<file path="src/design/h2r_pkg.sv">
`default_nettype none

package h2r_pkg;

    localparam int FRAC_BITS = 16;
    localparam int HUE_W     = FRAC_BITS;
    localparam int FRAC_W    = FRAC_BITS + 1;
    localparam int POS_W     = FRAC_BITS + 2;
    localparam int TWICE_W   = POS_W + 1;
    localparam int SUM_W     = FRAC_BITS + 2;
    localparam int PROD_W    = 2 * FRAC_W;
    localparam int VAL_W     = 2 * FRAC_BITS + 1;
    localparam int CHAN_W    = 8;
    localparam int SCALE_W   = VAL_W + CHAN_W;
    localparam int TOP_W     = SCALE_W - 2 * FRAC_BITS;
    localparam int COLOR_W   = 3 * CHAN_W;
    localparam int NUM_CHAN  = 3;

    localparam int CH_RED    = 0;
    localparam int CH_GREEN  = 1;
    localparam int CH_BLUE   = 2;

    localparam int NUM_STAGES = 5;
    localparam int ST_MUL     = 0;
    localparam int ST_RAMP    = 1;
    localparam int ST_PROD    = 2;
    localparam int ST_SUM     = 3;
    localparam int ST_SCALE   = 4;

    localparam logic [FRAC_W-1:0]  ONE_F   = FRAC_W'(1) << FRAC_BITS;
    localparam logic [FRAC_W-1:0]  HALF_F  = FRAC_W'(1) << (FRAC_BITS - 1);
    localparam logic [POS_W-1:0]   ONE_P   = POS_W'(1) << FRAC_BITS;
    localparam logic [POS_W-1:0]   TWO_P   = POS_W'(2) << FRAC_BITS;
    localparam logic [POS_W-1:0]   THREE_P = POS_W'(3) << FRAC_BITS;
    localparam logic [TWICE_W-1:0] ONE_T   = TWICE_W'(1) << FRAC_BITS;
    localparam logic [TWICE_W-1:0] THREE_T = TWICE_W'(3) << FRAC_BITS;
    localparam logic [TWICE_W-1:0] FOUR_T  = TWICE_W'(4) << FRAC_BITS;
    localparam logic [TOP_W-1:0]   CHAN_MAX = TOP_W'(255);

    typedef struct packed {
        logic [NUM_STAGES-1:0] stage_en;
    } h2r_ctrl_t;

endpackage

`default_nettype wire

</file>
<file path="src/design/h2r_stream_if.sv">
`default_nettype none

interface h2r_hsl_if
    import h2r_pkg::*;
    ();
    logic              valid;
    logic              ready;
    logic [HUE_W-1:0]  hue;
    logic [FRAC_W-1:0] saturation;
    logic [FRAC_W-1:0] lightness;

    modport source (output valid, output hue, output saturation, output lightness,
                    input ready);
    modport sink   (input valid, input hue, input saturation, input lightness,
                    output ready);
endinterface

interface h2r_rgb_if
    import h2r_pkg::*;
    ();
    logic               valid;
    logic               ready;
    logic [COLOR_W-1:0] packed_color;

    modport source (output valid, output packed_color, input ready);
    modport sink   (input valid, input packed_color, output ready);
endinterface

`default_nettype wire

</file>
<file path="src/design/h2r_front.sv">
`default_nettype none

module h2r_front
    import h2r_pkg::*;
(
    input  wire logic               clk,
    input  wire h2r_ctrl_t          ctrl,
    input  wire logic [HUE_W-1:0]   hue,
    input  wire logic [FRAC_W-1:0]  saturation,
    input  wire logic [FRAC_W-1:0]  lightness,
    output logic      [FRAC_W-1:0]  diff,
    output logic      [FRAC_W-1:0]  base  [NUM_CHAN],
    output logic      [FRAC_W-1:0]  slope [NUM_CHAN]
);

    logic [FRAC_W-1:0] sat_c;
    logic [FRAC_W-1:0] light_c;
    logic [POS_W-1:0]  h3;
    logic [POS_W-1:0]  pos_r;
    logic [POS_W-1:0]  pos_b;

    logic [FRAC_W-1:0] s_reg;
    logic [FRAC_W-1:0] l_reg;
    logic [PROD_W-1:0] ls_reg;
    logic [POS_W-1:0]  pos_reg [NUM_CHAN];

    logic [FRAC_W-1:0] m;
    logic [SUM_W-1:0]  q_full;
    logic [SUM_W-1:0]  p_full;
    logic [FRAC_W-1:0] q;
    logic [FRAC_W-1:0] p;
    logic [TWICE_W-1:0] t2 [NUM_CHAN];
    logic [TWICE_W-1:0] fall [NUM_CHAN];

    logic [FRAC_W-1:0] diff_next;
    logic [FRAC_W-1:0] base_next  [NUM_CHAN];
    logic [FRAC_W-1:0] slope_next [NUM_CHAN];
    logic [FRAC_W-1:0] diff_reg;
    logic [FRAC_W-1:0] base_reg  [NUM_CHAN];
    logic [FRAC_W-1:0] slope_reg [NUM_CHAN];

    always_comb
    begin
        sat_c   = (saturation > ONE_F) ? ONE_F : saturation;
        light_c = (lightness > ONE_F) ? ONE_F : lightness;
        h3      = POS_W'(hue) + {1'b0, hue, 1'b0};
        pos_r   = h3 + ONE_P;
        if (pos_r >= THREE_P)
        begin
            pos_r = pos_r - THREE_P;
        end
        pos_b   = (h3 >= ONE_P) ? (h3 - ONE_P) : (h3 + TWO_P);
    end

    always_ff @(posedge clk)
    begin
        if (ctrl.stage_en[ST_MUL])
        begin
            s_reg            <= sat_c;
            l_reg            <= light_c;
            ls_reg           <= PROD_W'(light_c) * PROD_W'(sat_c);
            pos_reg[CH_RED]   <= pos_r;
            pos_reg[CH_GREEN] <= h3;
            pos_reg[CH_BLUE]  <= pos_b;
        end
    end

    always_comb
    begin
        m = ls_reg[FRAC_BITS +: FRAC_W];
        if (l_reg < HALF_F)
        begin
            q_full = SUM_W'(l_reg) + SUM_W'(m);
        end
        else
        begin
            q_full = SUM_W'(l_reg) + SUM_W'(s_reg) - SUM_W'(m);
        end
        q         = q_full[FRAC_W-1:0];
        p_full    = {l_reg, 1'b0} - SUM_W'(q);
        p         = p_full[FRAC_W-1:0];
        diff_next = q - p;
        for (int c = 0; c < NUM_CHAN; c++)
        begin
            t2[c]   = {pos_reg[c], 1'b0};
            fall[c] = FOUR_T - t2[c];
            if (t2[c] < ONE_T)
            begin
                base_next[c]  = p;
                slope_next[c] = t2[c][FRAC_W-1:0];
            end
            else if (t2[c] < THREE_T)
            begin
                base_next[c]  = q;
                slope_next[c] = '0;
            end
            else if (t2[c] < FOUR_T)
            begin
                base_next[c]  = p;
                slope_next[c] = fall[c][FRAC_W-1:0];
            end
            else
            begin
                base_next[c]  = p;
                slope_next[c] = '0;
            end
        end
    end

    always_ff @(posedge clk)
    begin
        if (ctrl.stage_en[ST_RAMP])
        begin
            diff_reg <= diff_next;
            for (int c = 0; c < NUM_CHAN; c++)
            begin
                base_reg[c]  <= base_next[c];
                slope_reg[c] <= slope_next[c];
            end
        end
    end

    assign diff  = diff_reg;
    assign base  = base_reg;
    assign slope = slope_reg;

endmodule

`default_nettype wire

</file>
<file path="src/design/h2r_channel.sv">
`default_nettype none

module h2r_channel
    import h2r_pkg::*;
(
    input  wire logic              clk,
    input  wire h2r_ctrl_t         ctrl,
    input  wire logic [FRAC_W-1:0] diff,
    input  wire logic [FRAC_W-1:0] base,
    input  wire logic [FRAC_W-1:0] slope,
    output logic      [CHAN_W-1:0] chan
);

    logic [PROD_W-1:0]  prod_reg;
    logic [FRAC_W-1:0]  base_reg;
    logic [VAL_W-1:0]   val_reg;
    logic [VAL_W-1:0]   val_next;
    logic [SCALE_W-1:0] scaled;
    logic [TOP_W-1:0]   top_bits;
    logic [CHAN_W-1:0]  chan_next;
    logic [CHAN_W-1:0]  chan_reg;

    always_ff @(posedge clk)
    begin
        if (ctrl.stage_en[ST_PROD])
        begin
            prod_reg <= PROD_W'(diff) * PROD_W'(slope);
            base_reg <= base;
        end
    end

    assign val_next = {base_reg, {FRAC_BITS{1'b0}}} + prod_reg[VAL_W-1:0];

    always_ff @(posedge clk)
    begin
        if (ctrl.stage_en[ST_SUM])
        begin
            val_reg <= val_next;
        end
    end

    always_comb
    begin
        scaled    = {val_reg, {CHAN_W{1'b0}}} - SCALE_W'(val_reg);
        top_bits  = scaled[SCALE_W-1 -: TOP_W];
        chan_next = (top_bits > CHAN_MAX) ? CHAN_MAX[CHAN_W-1:0] : top_bits[CHAN_W-1:0];
    end

    always_ff @(posedge clk)
    begin
        if (ctrl.stage_en[ST_SCALE])
        begin
            chan_reg <= chan_next;
        end
    end

    assign chan = chan_reg;

endmodule

`default_nettype wire

</file>
<file path="src/design/hsl_to_rgb_converter.sv">
`default_nettype none

// Channel  Role    Contents
// hsl      sink    hue[15:0], saturation[16:0], lightness[16:0]
// rgb      source  packed_color[23:0]: red 23:16, green 15:8, blue 7:0
//
// One transaction is accepted per clock unless a stalled output has backed the pipeline up to its input.
// The five register stages are the saturation product, the ramp selection,
// the per-channel slope product, the channel sum and the scale by 255.
// Reset clears only the stage valid bits; the block is empty after reset.
// A stalled output holds its stage, and each earlier stage advances whenever
// the stage after it has room, so bubbles close up while the output waits.

module hsl_to_rgb_converter
    import h2r_pkg::*;
(
    input  wire logic  clk,
    input  wire logic  rst_n,
    h2r_hsl_if.sink    hsl,
    h2r_rgb_if.source  rgb
);

    logic [NUM_STAGES-1:0] valid_reg;
    logic [NUM_STAGES-1:0] valid_next;
    h2r_ctrl_t             ctrl;

    logic [FRAC_W-1:0] diff;
    logic [FRAC_W-1:0] base  [NUM_CHAN];
    logic [FRAC_W-1:0] slope [NUM_CHAN];
    logic [CHAN_W-1:0] chan  [NUM_CHAN];

    always_comb
    begin
        ctrl.stage_en[NUM_STAGES-1] = !valid_reg[NUM_STAGES-1] || rgb.ready;
        for (int i = NUM_STAGES - 2; i >= 0; i--)
        begin
            ctrl.stage_en[i] = !valid_reg[i] || ctrl.stage_en[i+1];
        end
        valid_next = valid_reg;
        if (ctrl.stage_en[0])
        begin
            valid_next[0] = hsl.valid;
        end
        for (int i = 1; i < NUM_STAGES; i++)
        begin
            if (ctrl.stage_en[i])
            begin
                valid_next[i] = valid_reg[i-1];
            end
        end
    end

    always_ff @(posedge clk or negedge rst_n)
    begin
        if (!rst_n)
        begin
            valid_reg <= '0;
        end
        else
        begin
            valid_reg <= valid_next;
        end
    end

    h2r_front u_front (
        .clk        (clk),
        .ctrl       (ctrl),
        .hue        (hsl.hue),
        .saturation (hsl.saturation),
        .lightness  (hsl.lightness),
        .diff       (diff),
        .base       (base),
        .slope      (slope)
    );

    for (genvar c = 0; c < NUM_CHAN; c++)
    begin : g_chan
        h2r_channel u_channel (
            .clk   (clk),
            .ctrl  (ctrl),
            .diff  (diff),
            .base  (base[c]),
            .slope (slope[c]),
            .chan  (chan[c])
        );
    end

    assign hsl.ready        = ctrl.stage_en[ST_MUL];
    assign rgb.valid        = valid_reg[NUM_STAGES-1];
    assign rgb.packed_color = {chan[CH_RED], chan[CH_GREEN], chan[CH_BLUE]};

endmodule

`default_nettype wire

</file>
<file path="src/flat_wrapper.sv">
// flat-port wrapper written by rule: the top's interface ports become plain ports
module hsl_to_rgb_converter_flat import h2r_pkg::*;
  (clk, rst_n, hsl_valid, hsl_hue, hsl_saturation, hsl_lightness, hsl_ready, rgb_valid, rgb_packed_color, rgb_ready);
  h2r_hsl_if hsl_i ();
  h2r_rgb_if rgb_i ();
  input  wire logic clk;
  input  wire logic rst_n;
  input wire logic [$bits(hsl_i.valid)-1:0] hsl_valid;
  input wire logic [$bits(hsl_i.hue)-1:0] hsl_hue;
  input wire logic [$bits(hsl_i.saturation)-1:0] hsl_saturation;
  input wire logic [$bits(hsl_i.lightness)-1:0] hsl_lightness;
  output wire logic [$bits(hsl_i.ready)-1:0] hsl_ready;
  output wire logic [$bits(rgb_i.valid)-1:0] rgb_valid;
  output wire logic [$bits(rgb_i.packed_color)-1:0] rgb_packed_color;
  input wire logic [$bits(rgb_i.ready)-1:0] rgb_ready;
  assign hsl_i.valid = hsl_valid;
  assign hsl_i.hue = hsl_hue;
  assign hsl_i.saturation = hsl_saturation;
  assign hsl_i.lightness = hsl_lightness;
  assign hsl_ready = hsl_i.ready;
  assign rgb_valid = rgb_i.valid;
  assign rgb_packed_color = rgb_i.packed_color;
  assign rgb_i.ready = rgb_ready;
  hsl_to_rgb_converter u_core (.clk(clk), .rst_n(rst_n), .hsl(hsl_i), .rgb(rgb_i));
endmodule
</file>
<file path="config.mk">
export PLATFORM = sky130hd
export DESIGN_NAME = hsl_to_rgb_converter_flat
export DESIGN_NICKNAME = d
export VERILOG_FILES = /design/src/design/h2r_pkg.sv /design/src/design/h2r_stream_if.sv /design/src/design/h2r_front.sv /design/src/design/h2r_channel.sv /design/src/design/hsl_to_rgb_converter.sv /design/src/flat_wrapper.sv
export SDC_FILE = /design/constraint.sdc
export NUM_CORES = 2
export LEC_CHECK = 0
export ABC_AREA = 0
export BUFFER_PORTS_ARGS = -buffer_cell sky130_fd_sc_hd__buf_2
export CAP_MARGIN = 20
export CORE_MARGIN = 1
export CORE_UTILIZATION = 30
export DETAILED_ROUTE_END_ITERATION = 6
export SETUP_SLACK_MARGIN = 0.4
export SLEW_MARGIN = 20
export SYNTH_ARGS = -nofsm -noshare
export SYNTH_HDL_FRONTEND = slang
export SYNTH_SLANG_ARGS = --single-unit
</file>
<file path="constraint.sdc">
create_clock -name clk -period 8.5 [get_ports clk]
set_input_delay 0.425 -clock clk [delete_from_list [all_inputs] [get_ports clk]]
set_output_delay 0.425 -clock clk [all_outputs]
set_load 0.05 [all_outputs]
</file>
# Yosys cells after proc, flatten, opt, wreduce, memory -nomap -nowiden
# Memory sizes are Yosys's and may differ from the RTL's.
# Cells that the tools add are included.
# word_totals
register_bits,464
mem_bits_rw,54
mem_count,1
# memory_table
name,words,word_bits,rd,rd_clocked_by_memory_dff,wr,line,source
u_core.u_front.pos_reg,3,18,3,0,3,h2r_front.sv:25,logic [POS_W-1:0] pos_reg [NUM_CHAN];
# op_classes
n_addsub,19
mul,4
magnitude_cmp,17
n_mux,22
n_bitwise,3
n_reduce_logical,13
# ops
cell,count
17-bit two-way mux,18
17-bit by 17-bit multiplier with 33-bit output,4
41-bit by 33-bit subtractor with 41-bit output,3
33-bit adder,3
"19-bit by 17-bit < comparator with 1-bit output, second input constant",3
"19-bit by 18-bit < comparator with 1-bit output, second input constant",3
"19-bit < comparator, second input constant",3
"1-bit by 17-bit subtractor with 17-bit output, first input constant",3
17-bit subtractor,3
18-bit two-way mux,2
17-bit adder,2
"17-bit > comparator, second input constant",2
"9-bit by 8-bit > comparator with 1-bit output, second input constant",3
16-bit by 17-bit adder with 18-bit output,1
"18-bit by 17-bit adder with 18-bit output, second input constant",1
"18-bit adder, second input constant",1
"18-bit by 17-bit greater-or-equal comparator with 1-bit output, second input constant",1
"18-bit greater-or-equal comparator, second input constant",1
"18-bit by 17-bit subtractor with 18-bit output, second input constant",1
"18-bit subtractor, second input constant",1
"17-bit by 16-bit < comparator with 1-bit output, second input constant",1
3-bit OR reduction,3
1-bit logical NOT,5
1-bit logical OR,5
other kinds (2),5

# Depth between registers and ports, before layout
# logic_depth
depth_word,8
ltp_mapped,30
ltp_nobuf,28

# Modules after synthesis
# From an unflattened synthesis, not the netlist that was laid out.
# unflattened
hier_cells,6504
area_unflattened_um2,62291.0
# by_module_without_submodules
mod,instances,cells_per_inst,area_per_inst_um2
h2r_front,1,2189,20578.5
h2r_channel at u_core.g_chan[2].u_channel,1,1436,13945.9
h2r_channel at u_core.g_chan[0].u_channel,1,1448,13909.6
h2r_channel at u_core.g_chan[1].u_channel,1,1414,13649.3
hsl_to_rgb_converter,1,17,207.7

# Worst setup path before layout
# Ideal clock, no wire load.
# synth_timing
path_type,input to register
start,input port hsl_lightness[3]
end,register u_core.u_front.ls_reg[26] (data pin)
setup_ns,0.258
t_arrival_ns,6.959
required_ns,8.242
path_slack_ns,1.284
stages,27
path_buffers,2
path_cell_list,nor4_1 nand4_1 nand2_1 clkbuf_1 nand2_1 inv_1 buf_1 nand2_1 fa_1 inv_1 fa_1 fa_1 fa_1 fa_1 inv_1 fa_1 inv_1 ha_1 and2_1 o21ai_0 nand2b_1 a221o_1 a32oi_1 or3b_2 and2_1 nor2_1 xnor2_1
# synth_between
elab_chain_len,3
# synth_rtl
element,line,source
from (decl),flat_wrapper.sv:11,input wire logic [$bits(hsl_i.lightness)-1:0] hsl_lightness;
17-bit > comparator,h2r_front.sv:45,light_c = (lightness > ONE_F) ? ONE_F : lightness;
17-bit two-way mux,h2r_front.sv:45,
via u_core.u_front.light_c[13],h2r_front.sv:17,logic [FRAC_W-1:0] light_c;
17-bit by 17-bit multiplier with 33-bit output,h2r_front.sv:61,ls_reg <= PROD_W'(light_c) * PROD_W'(sat_c);
to (signal assigned),h2r_front.sv:61,
to (decl),h2r_front.sv:24,logic [PROD_W-1:0] ls_reg;
# The timed path passes the listed nets, and every way through them passes these cells.
# A chain may end at the register's enable or synchronous reset.

# Worst setup path in the final report
# layout_timing
start,register u_core.u_front.diff_reg[6] (netlist: u_core.u_front.diff[6])
end,register u_core.g_chan[0].u_channel.prod_reg[32] (data pin)
# layout_between
elab_chain_len,1
# layout_rtl
element,line,source
from (decl),h2r_front.sv:38,logic [FRAC_W-1:0] diff_reg;
from (signal assigned),h2r_front.sv:114,diff_reg <= diff_next;
17-bit by 17-bit multiplier with 33-bit output,h2r_channel.sv:27,prod_reg <= PROD_W'(diff) * PROD_W'(slope);
to (signal assigned),h2r_channel.sv:27,
to (decl),h2r_channel.sv:14,logic [PROD_W-1:0] prod_reg;
# Every way passes these cells.

==> metrics.md <==
| Metric | Value |
|---|---|
| Least-Margin Pin Slew | 1.14 ns |
| Clk_lat worst skew | roughly 0.70 ns |
| CP max stage cell | edfxtp_1 |
| Cell count after synthesis | ~6k |
| Worst Hold Class | input pin to register |
| Dpl cell area | approximately 63,000 um2 |
| # rows | ~160 |
| Critical path, cell by cell | nand2_1 -> fa_1 -> inv_1 -> fa_1 -> inv_1 -> fa_1 -> fa_1 -> inv_1 -> fa_1 -> inv_1 -> fa_1 -> inv_1 -> ha_1 -> and3_1 -> a22oi_2 -> o22ai_1 -> o311ai_1 -> a21oi_1 -> o31ai_1 -> nor3_1 -> or3_1 -> a21oi_1 -> xnor2_1 |
| Final Cycle Share | between 90% and 100% |
| GRT overflow | 0 |
| CP top delay family | adder cells |
| Run status | finished clean |
| Remaining antenna violation count | 0 |
| Setup TNS | 0 ns |
| Sequential-to-total area share from yosys stat | between 20% and 30% |
| Initial Utilization | around 30% |
| Synthesized area | about 60,000 um2 |
| Share of cells above drive strength 1 | slightly above 5% |
| I/O pins | 80 |
| Setup violators final | 0 |
| CP Launch Type | register |
| Async SR Flop Fraction | 1.11% |
| CTS tree | done |
| CTS H-tree lvls | 2 |
| Top Metal Used | met4 |
| Antenna violations before repair | 1 |
| Netlist cell types | 83 |
| Area growth from synthesis to layout | 9.60% |
| Final Routed Wirelength | roughly 150 mm |
| Cts repair resizes | 0 |
| Max Fclk | ~130 MHz |
| Gr usage total | about 16% |
| Die height | ~450 um |
| WL/cell | about 17 um |
| Final hold viol count | 0 |
| Worst Hold Depth | 1 |
| Max-cap check violation count | 0 |
| Crit path time final | 7.71 ns |
| Post-Syn Area per Cell | 9.63 um2 |
| Pin count of the biggest net entering global routing | 74 |
| CP Max Fanout | 18 |
| DRC Markers | 0 |
| Placer Congestion | a little under 0.9 |
| Vias | approximately 42k |
| Clock slew seen by the registers of the worst setup and hold paths | about 0.060 ns |
| PortBufs | about 80 |
| Fill cells | about 20k |
| Max-slew violation count | 0 |
| Crit-path max cell delay | approximately 1.1 ns |
| Drt first pass iters | 7 |
| Layout Skew | approximately 0.070 ns |
| Arr. time, crit path | around 8 ns |
| Initial detailed-routing violation count | 2,459 |
| Post-DP HPWL | roughly 120 mm |
| Yosys warns | 0 |
| Met3 routed WL | between 7 and 8 mm |
| Number of CTS-inserted buffers | 52 |
| M1 WL | between 60 and 70 mm |
| Worst Path Buf+Inv | 5 |
| Kind of critical path | register to register |
| Cells on worst reg2reg path | 23 |
| Vias per inst | about 4.7 |
| WP depth | 23 |
| Final instance area | roughly 65,000 um2 |
| Crit end category | register |
| Main synth FF type | edfxtp_1 |
| #FFs+latches synth | 450 |
| CP dominant cell by count | fa_1 |
| Vias in the first global route | 44.9k |
| Routed wl met2 | 72.6 mm |
| RSZ-0062 raised after global routing | false |
| Crit path required time | just under 9 ns |
| Layout Nets | 7,708 |
| CTS Root Cell | clkbuf_16 |
| DIE WIDTH | approximately 450 um |
| Die ar. | 198,000 um2 |
| Core Footprint | ~190,000 um2 |
| Relative slew slack | 24.0% |
| Clk sinks | 450 |
| First-pass GRT wire length | roughly 240 mm |
| Post-synth EDFFs | about 450 |
| Clock buffer depth | 3 |
## worst paths after layout
kind                                          from                                      end  slack, ns
hold reg to reg            u_core.u_front.base[21]   u_core.g_chan[1].u_channel.base_reg[4]       0.39
max in group asynchronous                    rst_n                      u_core.valid_reg[2]       8.28
setup reg to reg            u_core.u_front.diff[6]  u_core.g_chan[0].u_channel.prod_reg[32]       0.79
hold / removal                          hsl_hue[0]            u_core.u_front.pos_reg[0][36]       0.03
setup / recovery            u_core.u_front.diff[6]  u_core.g_chan[0].u_channel.prod_reg[32]       0.79
min in group asynchronous                    rst_n                      u_core.valid_reg[4]       0.09
## placed cells by master, fill, tap and decap left out, types with 10 or more instances in the layout
master	count
inv_1	1273
fa_1	847
nand2_1	766
ha_1	624
edfxtp_1	445
and2_1	366
nor2_1	295
a21oi_1	184
xnor2_1	180
o21ai_0	151
buf_4	99
a21o_1	89
buf_2	79
nor3_1	65
xor2_1	59
nand3_1	58
clkbuf_16	52
o31ai_1	38
and3_1	32
o21bai_1	32
mux2i_1	32
nor2b_1	31
nand2b_1	30
conb_1	28
nand4_1	25
or3_1	23
a31oi_1	22
nor4_1	21
o21a_1	18
a211oi_1	16
clkinv_1	15
o211ai_1	12
clkinv_2	12
or2_2	10
## cell type report
| class | instances | area, um2 | share of cell area (%) |
|---|---|---|---|
| clock inverter | 42 | 517 | 0.800 |
| tap | 2624 | 3280 | 5.08 |
| timing repair buffer | 183 | 1210 | 1.88 |
| antenna | 1 | 2.50 | 0.00387 |
| sequential | 450 | 13500 | 20.9 |
| clock buffer | 55 | 1310 | 2.03 |
| multi-input combinational | 4212 | 40000 | 61.9 |
| inverter | 1284 | 4820 | 7.46 |
## synthesized netlist by cell type (all sizes together), types with 10 or more instances
master / number / area share (%)
xnor2: 180 / 2.7
a31oi: 22 / 0.23
nor4: 24 / 0.29
a21oi: 184 / 1.6
nand2b: 30 / 0.32
nand4: 25 / 0.27
o21bai: 32 / 0.41
inv: 1276 / 8.1
fa: 847 / 29
nor2b: 32 / 0.35
mux2i: 32 / 0.54
or3: 32 / 0.42
edfxtp: 445 / 23
ha: 624 / 13
a211oi: 16 / 0.20
o21a: 18 / 0.23
o21ai: 160 / 1.4
and3: 32 / 0.34
nor2: 296 / 1.9
xor2: 59 / 0.88
a21o: 89 / 1.1
a21boi: 11 / 0.14
clkbuf: 184 / 1.2
nand2: 769 / 4.9
nand3: 60 / 0.52
o31ai: 38 / 0.48
o211ai: 12 / 0.15
or2: 10 / 0.11
nor3: 65 / 0.55
buf: 20 / 0.17
and2: 366 / 3.9
## metrics by stage
| stage | hold slack [ns] | instances | setup slack [ns] | utilization [%] |
|---|---|---|---|---|
| final | 0.0331 | 8851 | 0.787 | 33.1 |
| after global routing | 0.0270 | 8850 | 0.427 | 33.1 |
| after CTS | 0.0218 | 8850 | 0.827 | 33.1 |
| after detailed placement | 0.250 | 8751 | 0.615 | 32.2 |
| after global placement | 0.243 | 8750 | 0.672 | 32.2 |
| after floorplan | 0.129 | 6150 | 1.28 | - |
## metal layers
layer,global-route usage (%),up-vias
li1,-,19400
met1,20.3,21000
met2,26.7,1070
met3,1.76,227
met4,5.69,0
met5,0,-
## cells by family after synthesis
family	share of synthesized area, %
and+or+nand+nor	14.2
buffers and inverters	9.52
adders and majority gates	42.0
AOI/OAI and AO/OA	7.25
DFF	22.9
xor gates and xnor gates	3.55
muxes	0.581
other	0.0127
## timing repair
item | 4_1_cts | 5_1_grt
buffers inserted | 0 | 0
endpoints found under the hold margin | 6 | 0
hold buffers | 2 | 0
Power is left out: the tool's default activity adds up to more than one toggle a clock period on the data nets, which glitch-free logic cannot reach.
